$ cat config.mk
export PLATFORM = sky130hd
export DESIGN_NAME = wtpg_fifo
export DESIGN_NICKNAME = d
export VERILOG_FILES = /design/src/rtl/core/wtpg_fifo.sv
export SDC_FILE = /design/constraint.sdc
export NUM_CORES = 1
export LEC_CHECK = 0
export BUFFER_PORTS_ARGS = -buffer_cell sky130_fd_sc_hd__buf_2
export CORE_MARGIN = 3
export CORE_UTILIZATION = 55
export CTS_CLUSTER_SIZE = 14
export DETAILED_ROUTE_END_ITERATION = 8
export HOLD_SLACK_MARGIN = 0.05
export PLACE_DENSITY = 0.77
export SLEW_MARGIN = 20
export SYNTH_ARGS = -nofsm -noshare
export SYNTH_HDL_FRONTEND = slang
export SYNTH_SLANG_ARGS = --single-unit
$ cat constraint.sdc
create_clock -name clk_i -period 1.4 [get_ports clk_i]
set_input_delay 0.28 -clock clk_i [delete_from_list [all_inputs] [get_ports clk_i]]
set_output_delay 0.28 -clock clk_i [all_outputs]
set_load 0.01 [all_outputs]
$ cat src/rtl/core/wtpg_fifo.sv
`timescale 1ns / 1ps
`default_nettype none

module wtpg_fifo #(
  parameter int unsigned DEPTH = 4,
  parameter int unsigned WIDTH = 8
) (
  input  logic             clk_i,
  input  logic             rst_ni,
  input  logic             push_i,
  input  logic [WIDTH-1:0] data_i,
  output logic             full_o,
  input  logic             pop_i,
  output logic [WIDTH-1:0] data_o,
  output logic             empty_o
);

  localparam int unsigned PtrW = (DEPTH > 1) ? $clog2(DEPTH) : 1;
  localparam int unsigned CntW = $clog2(DEPTH + 1);

  logic [WIDTH-1:0] mem_q [DEPTH];
  logic [PtrW-1:0]  wr_ptr_d, wr_ptr_q, rd_ptr_d, rd_ptr_q;
  logic [CntW-1:0]  cnt_d, cnt_q;

  assign full_o  = cnt_q == CntW'(DEPTH);
  assign empty_o = cnt_q == '0;
  assign data_o  = mem_q[rd_ptr_q];

  always_comb begin
    wr_ptr_d = wr_ptr_q;
    rd_ptr_d = rd_ptr_q;
    cnt_d    = cnt_q;
    if (push_i) begin
      wr_ptr_d = (wr_ptr_q == PtrW'(DEPTH - 1)) ? '0 : wr_ptr_q + 1'b1;
    end
    if (pop_i) begin
      rd_ptr_d = (rd_ptr_q == PtrW'(DEPTH - 1)) ? '0 : rd_ptr_q + 1'b1;
    end
    if (push_i && !pop_i) begin
      cnt_d = cnt_q + 1'b1;
    end else if (pop_i && !push_i) begin
      cnt_d = cnt_q - 1'b1;
    end
  end

  always_ff @(posedge clk_i or negedge rst_ni) begin
    if (!rst_ni) begin
      wr_ptr_q <= '0;
      rd_ptr_q <= '0;
      cnt_q    <= '0;
    end else begin
      wr_ptr_q <= wr_ptr_d;
      rd_ptr_q <= rd_ptr_d;
      cnt_q    <= cnt_d;
    end
  end

  always_ff @(posedge clk_i) begin
    if (push_i) begin
      mem_q[wr_ptr_q] <= data_i;
    end
  end

endmodule

`default_nettype wire

==> flow_summary.toml, run 1 <==
[sta]
tightest_slew_ps = 247
finalCritPeriodShare = 1.29
slew_violations = 0
finClkSkew_ps = 7.05
tns_ps = -3140
fmax_ghz = 0.554
grt_setup_unrepaired = "yes"
slew_headroom = 0.835
min_period_ps = 1800
worst_slack_ps = -405
hold_viol = 0
setup_viol = 9

[place]
port_buffers = 21
dpl_cell_area_um2 = 1800
place_congestion = 0.738
placed_cells = 139
dp.final_hpwl_um = 1810

[worst_setup_path]
worstPathArrival_ps = 1520
cp-start-kind = "flip-flop"
startpoint = "rd_ptr_q[0]"
reg2reg_setup_slack_ps = 50
r2r-start = "cnt_q[1]"
cp.required_ps = 1120
path_class = "flip-flop to primary output"
worst_setup_path_end_kind = "primary output"
cp_max_fo = 5

[synth]
yosysTopAreaCell = "edfxtp_1"
synth_common_cells = "edfxtp_1, mux4_2, dfrtp_1, ha_1, inv_1"
synthTopCellsByArea = "edfxtp_1, mux4_2, dfrtp_1"
synth_top_area_share = 0.612
synth_ff_type = "edfxtp_1"
ys_ff_latch = 39
yosysSeqAreaShare = 0.724
synth.net_count = 98
synth-async-reset-ratio = 0.179
synth_cell_types = 18
syn_avg_cell_area_um2 = 19.9
yosysWarnings = 0
synth_edf_count = 32
synthCells = 79
syn-cell-area_um2 = 1570
yosysMostFrequentCell = "edfxtp_1"

[die]
die_w_um = 59.4
fp.coreArea_um2 = 2590
die_h_um = 59.4
dieArea_um2 = 3530
ioPinCount = 22
start_util = 0.606
rows = 18

[layout]
instances_no_fill = 151
final_area_um2 = 1980
regArea_um2 = 1140
diodes = 0
final_nets = 139
fill_cells = 162
multi_input_area_um2 = 412
synthToLayoutAreaGrowth_pct = 26.0
drive_above_1_share = 0.496

[grt]
grt_max_degree = 13
grt_pass1_vias = 861
grt_overflow = 0
antenna_found_initial = 0
grt_usage = 0.175
grt_first_pass_wirelength_um = 4150

[cts]
cts_tree = "done"
path_clk_slew_ps = 110
cts_num_sinks = 39
htreeDepth = 2
cts_made_buffers = 5
clk_path_buf_depth = 2
clockRootBuffer = "clkbuf_4"
insertion_delay_ps = 340

[hold_path]
min_path_type = "primary input to flip-flop"
hold_start = "data_i[7]"

[drt]
ant_nets = 0
viasPerCell = 5.36
via_count = 809
drcViolationCount = 0
drtIter0Drc = 19
wl_um = 2570
dr.pass1.iters = 4
wire_per_inst_um = 17.0

[power]
powerDensity_nw_per_um2 = 1980
p_leak_nw = 0.775
peakVddDrop_mv = 1.57
finalPower_w = 0.00392

[run_status]
status = "complete, but fails checks"
violations = "negative setup slack"

[run]
max_cap_violations = 0
## routing by layer
layer	vias up	wire (um)	global-route usage
met2	22	1370	0.300
met4	0	47	0.0971
met3	5	123	0.0458
li1	383	-	-
met1	399	1030	0.195
met5	-	0	0
## worst max-delay path, stage by stage (launching register included)
cell and delay, ps:
dfrtp_1 390, buf_6 140, mux4_2 520, buf_6 140
## power breakdown
group	internal [W]	switching [W]	leakage (nW)
registers	0.00153	0.000193	0.374
clock network	0.000422	0.000349	0.0482
logic	0.000839	0.000581	0.353
## cells by family after synthesis
| family | share of synthesized area |
|---|---|
| DFF | 0.724 |
| muxes | 0.136 |
| and+or+nand+nor | 0.0343 |
| buffers and inverters | 0.0223 |
| adders and majority gates | 0.0606 |
| xor gates and xnor gates | 0.0167 |
| AOI/OAI and AO/OA | 0.00637 |
## metrics by stage
| stage | utilization | hold WS (ps) | worst slack, ps |
|---|---|---|---|
| 3_3_place_gp | 0.697 | 119 | -56.8 |
| 6_report | 0.764 | 156 | -405 |
| 5_1_grt | 0.764 | 141 | -474 |
| 4_1_cts | 0.753 | 147 | -427 |
| 2_1_floorplan | - | -15.6 | 54.5 |
| 3_5_place_dp | 0.697 | 122 | -154 |
## path summary, 6_finish.rpt
path | end | depth (start not counted)
worst min register to register | cnt_q[1] | 1
worst max register to register | cnt_q[2] | 4
worst max-delay path | data_o[3] | 3
min in group asynchronous | rd_ptr_q[0] | 2
max in group asynchronous | cnt_q[0] | 2
worst min-delay path | mem_q[0][7] | 1
## state kept, by name (all words and copies together), names as in the netlist
signal    flops
mem_q        32
cnt_q         3
rd_ptr_q      2
wr_ptr_q      2
## layout make-up
cell class | instances | share of cell area
multi-input combinational | 33 | 0.208
inverter | 5 | 0.00949
tap | 30 | 0.0190
clock inverter | 2 | 0.0177
timing repair buffer | 36 | 0.144
clock buffer | 6 | 0.0259
sequential | 39 | 0.576
## placed cells by master, fill, tap and decap left out, drive strengths merged
master and count:
nor3b 1, and2 4, edfxtp 32, o21ai 2, nand2 1, ha 6
clkbuf 6, mux4 8, xnor2 1, buf 35, clkinv 1, bufinv 1
nor3 1, xor2 2, dlygate4sd3 1, nand3 1, nor2 2, inv 5
dfrtp 7, mux2 3, fa 1
## repair_timing
action / 4_1_cts / 5_1_grt
hold buffers: 1 / 0
pin swaps: 1 / 4
endpoints found under the hold margin: 7 / 0
gates resized for setup: 7 / 6
setup buffers: 3 / 0
endpoints found under the setup margin: 11 / 11
cloned: 0 / 0
No activity file was read; power rests on OpenSTA's default activity.
==> inputs of run 2 (changes only) <==
- CORE_UTILIZATION: 55 -> 58
- CTS_BUF_LIST: default -> sky130_fd_sc_hd__clkbuf_4
- PLACE_DENSITY: 0.77 -> 0.81
==> flow_summary.toml, run 2 (synthesized netlist as in run 1, its figures left out) <==
[run_status]
status = "complete, but fails checks"
violations = "negative setup slack"

[die]
die_w_um = 58.0
die_h_um = 58.0
ioPinCount = 22
start_util = 0.623
dieArea_um2 = 3370
rows = 18
fp.coreArea_um2 = 2520

[power]
switching_share = 0.312
power_frac_comb = 0.366
powerDensity_nw_per_um2 = 1890
peakVddDrop_mv = 1.48
p_leak_nw = 0.755
p_sw_w = 0.00113
cellInternalPower_w = 0.00250
p_clk_frac = 0.161
p_seq_frac = 0.473

[layout]
regMostFlops = "mem_q"
mostFrequentLayoutCells = "edfxtp_1, buf_2, buf_4"
diodes = 0
largest_reg_flops = 32
largestRegisters = "mem_q: 32 flops, cnt_q: 3 flops"
final_nets = 140
final_area_um2 = 1930
synthToLayoutAreaGrowth_pct = 22.8
final_common_cell = "edfxtp_1"
drive_above_1_share = 0.492
post-route-util = 0.764
instances_no_fill = 152

[sta]
fmax_ghz = 0.535
finClkSkew_ps = 3.00
setup_viol = 9
slew_headroom = 0.702
slew_violations = 0
tns_ps = -3600
tightest_slew_ps = 447
hold_viol = 0
timing.hold.ws_ps = 133
grt_setup_unrepaired = "yes"
finalCritPeriodShare = 1.34
worst_slack_ps = -470
min_period_ps = 1870

[worst_setup_path]
rr_worst_depth = 4
worstPathArrival_ps = 1590
worst_setup_path_end_kind = "primary output"
path_class = "flip-flop to primary output"
cp_max_fo = 7
path_cells = "buf_12, mux4_2, buf_6"
max_stage_delay_ps = 520
r2r-start = "cnt_q[0]"
cp-start-kind = "flip-flop"
reg2reg_setup_slack_ps = 20
slowest_stage = "mux4_2"
timing.rr.end = "cnt_q[2]"
cp.required_ps = 1120

[drt]
drcViolationCount = 0
via_count = 814
dr.pass1.iters = 4
ant_nets = 0
viasPerCell = 5.36
wl_um = 2580
drtIter0Drc = 24
wire_per_inst_um = 16.9

[place]
placed_cells = 141
dp.final_hpwl_um = 1840
dpl_cell_area_um2 = 1810
port_buffers = 21
place_congestion = 0.685

[cts]
insertion_delay_ps = 350
cts_tree = "done"
clockRootBuffer = "clkbuf_4"
clk_path_buf_depth = 2
cts_num_sinks = 39
path_clk_slew_ps = 120
htreeDepth = 2
cts_made_buffers = 5

[hold_path]
hold-path-endpoint = "mem_q[1][6]"
min_delay_path_depth = 1
hold_start = "data_i[6]"
min_path_type = "primary input to flip-flop"

[run]
max_cap_violations = 0

[grt]
grt_pass1_vias = 875
grt_first_pass_wirelength_um = 4120
grt_overflow = 0
antenna_found_initial = 0
grt_max_degree = 15
grt_usage = 0.179
## run 2: repair_timing
| action | in CTS | in global routing |
|---|---|---|
| hold buffers | 1 | 0 |
| pin swaps | 1 | 0 |
| hold endpoints to repair | 7 | 0 |
| resized for setup | 3 | 5 |
| gates cloned | 0 | 0 |
| setup buffers | 1 | 1 |
| endpoints found under the setup margin | 11 | 11 |
## run 2: cell type report
type	count	area [um^2]
Sequential cell	39	1140
Fill cell	153	594
Multi-Input combinational cell	33	412
Timing Repair Buffer	37	259
Clock buffer	5	37.5
Tap cell	30	37.5
Clock inverter	3	25.0
Inverter	5	18.8
## run 2: worst max path at each step
| stage | startpoint | endpoint | slack (ps) | depth (start not counted) |
|---|---|---|---|---|
| after floorplan | pop_i | cnt_q[2] | 50 | 7 |
| after global placement | push_i | cnt_q[1] | -60 | 5 |
| after detailed placement | pop_i | cnt_q[2] | -180 | 8 |
| after CTS | rd_ptr_q[0] | data_o[2] | -490 | 3 |
| after global routing | rd_ptr_q[0] | data_o[2] | -530 | 3 |
| final | rd_ptr_q[0] | data_o[2] | -470 | 3 |
## run 2: critical path: cells and delay by family, from the launching register on
| family | cells | cell delay [ps] |
|---|---|---|
| buffers and inverters | 2 | 290 |
| muxes | 1 | 520 |
| DFF | 1 | 420 |
## run 2: metrics by stage
stage,setup WS [ps],total power (W)
floorplan,54.5,0.00244
global placement,-56.0,0.00287
detailed placement,-180,0.00294
CTS,-487,0.00359
global route,-525,0.00386
finish,-470,0.00364
## run 2: power groups by stage
| stage | clock network [W] | registers (W) | logic [W] |
|---|---|---|---|
| 2_1_floorplan | 0 | 0.00164 | 0.000794 |
| 3_3_place_gp | 0 | 0.00171 | 0.00116 |
| 3_5_place_dp | 0 | 0.00173 | 0.00120 |
| 4_1_cts | 0.000609 | 0.00171 | 0.00127 |
| 5_1_grt | 0.000658 | 0.00175 | 0.00145 |
| 6_report | 0.000587 | 0.00172 | 0.00133 |
## run 2: metal layers
layer / track usage / share of wire
met1: 0.206 / 0.40
met2: 0.303 / 0.54
met3: 0.0690 / 0.045
met4: 0.0695 / 0.012
met5: 0 / 0
==> inputs of run 3 (changes only) <==
- CORE_ASPECT_RATIO: default -> 1.1
==> flow_summary.toml, run 3 (synthesized netlist as in run 1, its figures left out) <==
[power]
p_leak_nw = 0.741
peakVddDrop_mv = 1.43
powerDensity_nw_per_um2 = 1870
finalPower_w = 0.00358

[worst_setup_path]
slowest_stage = "mux4_2"
cp-start-kind = "flip-flop"
worst_setup_path_end_kind = "primary output"
r2r-start = "rd_ptr_q[0]"
worstPathArrival_ps = 1540
startpoint = "rd_ptr_q[0]"
cp_max_fo = 4
path_cells = "buf_6, mux4_2, buf_2"
max_stage_delay_ps = 490
path_class = "flip-flop to primary output"
cp.required_ps = 1120

[place]
place_ws_ps = -139
port_buffers = 21
place_congestion = 0.673
dp.final_hpwl_um = 1820

[sta]
finClkSkew_ps = 7.88
fmax_ghz = 0.550
slew_headroom = 0.712
hold_viol = 0
min_period_ps = 1820
setup_viol = 10
worst_slack_ps = -418
finalCritPeriodShare = 1.30
slew_violations = 0
grt_setup_unrepaired = "yes"
tightest_slew_ps = 432

[run]
max_cap_violations = 0

[die]
rows = 19
die_w_um = 55.6
dieArea_um2 = 3370
fp.coreArea_um2 = 2540
start_util = 0.617
ioPinCount = 22
die_h_um = 60.6

[drt]
ant_nets = 0
via_count = 803
wire_per_inst_um = 17.3
drtIter0Drc = 32
dr.pass1.iters = 4
drcViolationCount = 0
viasPerCell = 5.39
wl_um = 2570

[layout]
final_nets = 136
diodes = 0
regMostFlops = "mem_q"
largestRegisters = "mem_q: 32 flops, cnt_q: 3 flops"
synthToLayoutAreaGrowth_pct = 22.2
fill_cells = 139
multi_input_area_um2 = 412
largest_reg_flops = 32
regArea_um2 = 1140
drive_above_1_share = 0.458
final_common_cell = "edfxtp_1"
mostFrequentLayoutCells = "edfxtp_1, buf_2, mux4_2"

[grt]
antenna_found_initial = 0
grt_pass1_vias = 842
grt_first_pass_wirelength_um = 4090
grt_usage = 0.175
grt_overflow = 0
grt_max_degree = 12

[cts]
insertion_delay_ps = 320
clockRootBuffer = "clkbuf_4"
cts_made_buffers = 5
clk_path_buf_depth = 2
cts_tree = "done"
htreeDepth = 2
cts_num_sinks = 39
path_clk_slew_ps = 100

[hold_path]
hold_start = "data_i[0]"
min_path_type = "primary input to flip-flop"

[run_status]
status = "complete, but fails checks"
violations = "negative setup slack"
## run 3: cell count changes in the layout (fill, tap and decap cells not counted), sizes merged
cell and delta:
buf -4, clkbuf +1, clkinvlp -1
## run 3: metal layers
metal | vias up | track usage | part of all wire
met3 | 6 | 0.0468 | 0.035
met4 | 0 | 0.135 | 0.030
met1 | 399 | 0.177 | 0.37
met5 | - | 0 | 0
met2 | 20 | 0.314 | 0.57
li1 | 378 | - | -
## run 3: timing repair
action                                 4_1_cts  5_1_grt
gates cloned                                 0        0
endpoints found under the hold margin        7        0
setup endpoints to repair                   10       11
buffers inserted                             2        0
pin swaps                                    1        2
hold buffers                                 1        0
gates resized for setup                      6        3
## run 3: area by class of cell
class,count,area share
clock inverters,2,0.00391
flip-flops and latches,39,0.594
clock buffers,6,0.0235
repair buffers,33,0.134
multi-input cells,33,0.215
well taps,31,0.0202
inverters,5,0.00978
## run 3: path summary, 6_finish.rpt
check | endpoint | slack, ps | cells past startpoint
setup / recovery | data_o[6] | -420 | 3
hold / removal | mem_q[1][0] | 170 | 1
setup reg to reg | rd_ptr_q[1] | 40 | 4
hold reg to reg | cnt_q[2] | 530 | 1
max in group asynchronous | cnt_q[0] | 930 | 2
min in group asynchronous | cnt_q[1] | 300 | 2
## run 3: per-stage QoR
step	hold WS (ps)	instance area, um^2	util	TNS (ps)	cells
finish	170	1920	0.754	-3310	149
floorplan	-15.6	1570	-	0	79
detailed placement	122	1800	0.709	-681	138
global placement	116	1800	0.709	-466	138
CTS	143	1910	0.750	-3550	149
global route	157	1920	0.754	-3890	149
## run 3: power breakdown
group	internal (W)	total (W)	switching, W	leakage [nW]
Combinational	0.000789	0.00133	0.000545	0.336
Clock	0.000206	0.000515	0.000310	0.0307
Sequential	0.00153	0.00173	0.000199	0.375
Total	0.00253	0.00358	0.00105	0.741
## run 3: worst max-delay path, delay by kind of cell (launching register included)
kind                   cells  cell delay (ps)
multiplexers               1              490
flip-flops                 1              420
buffers and inverters      2              300
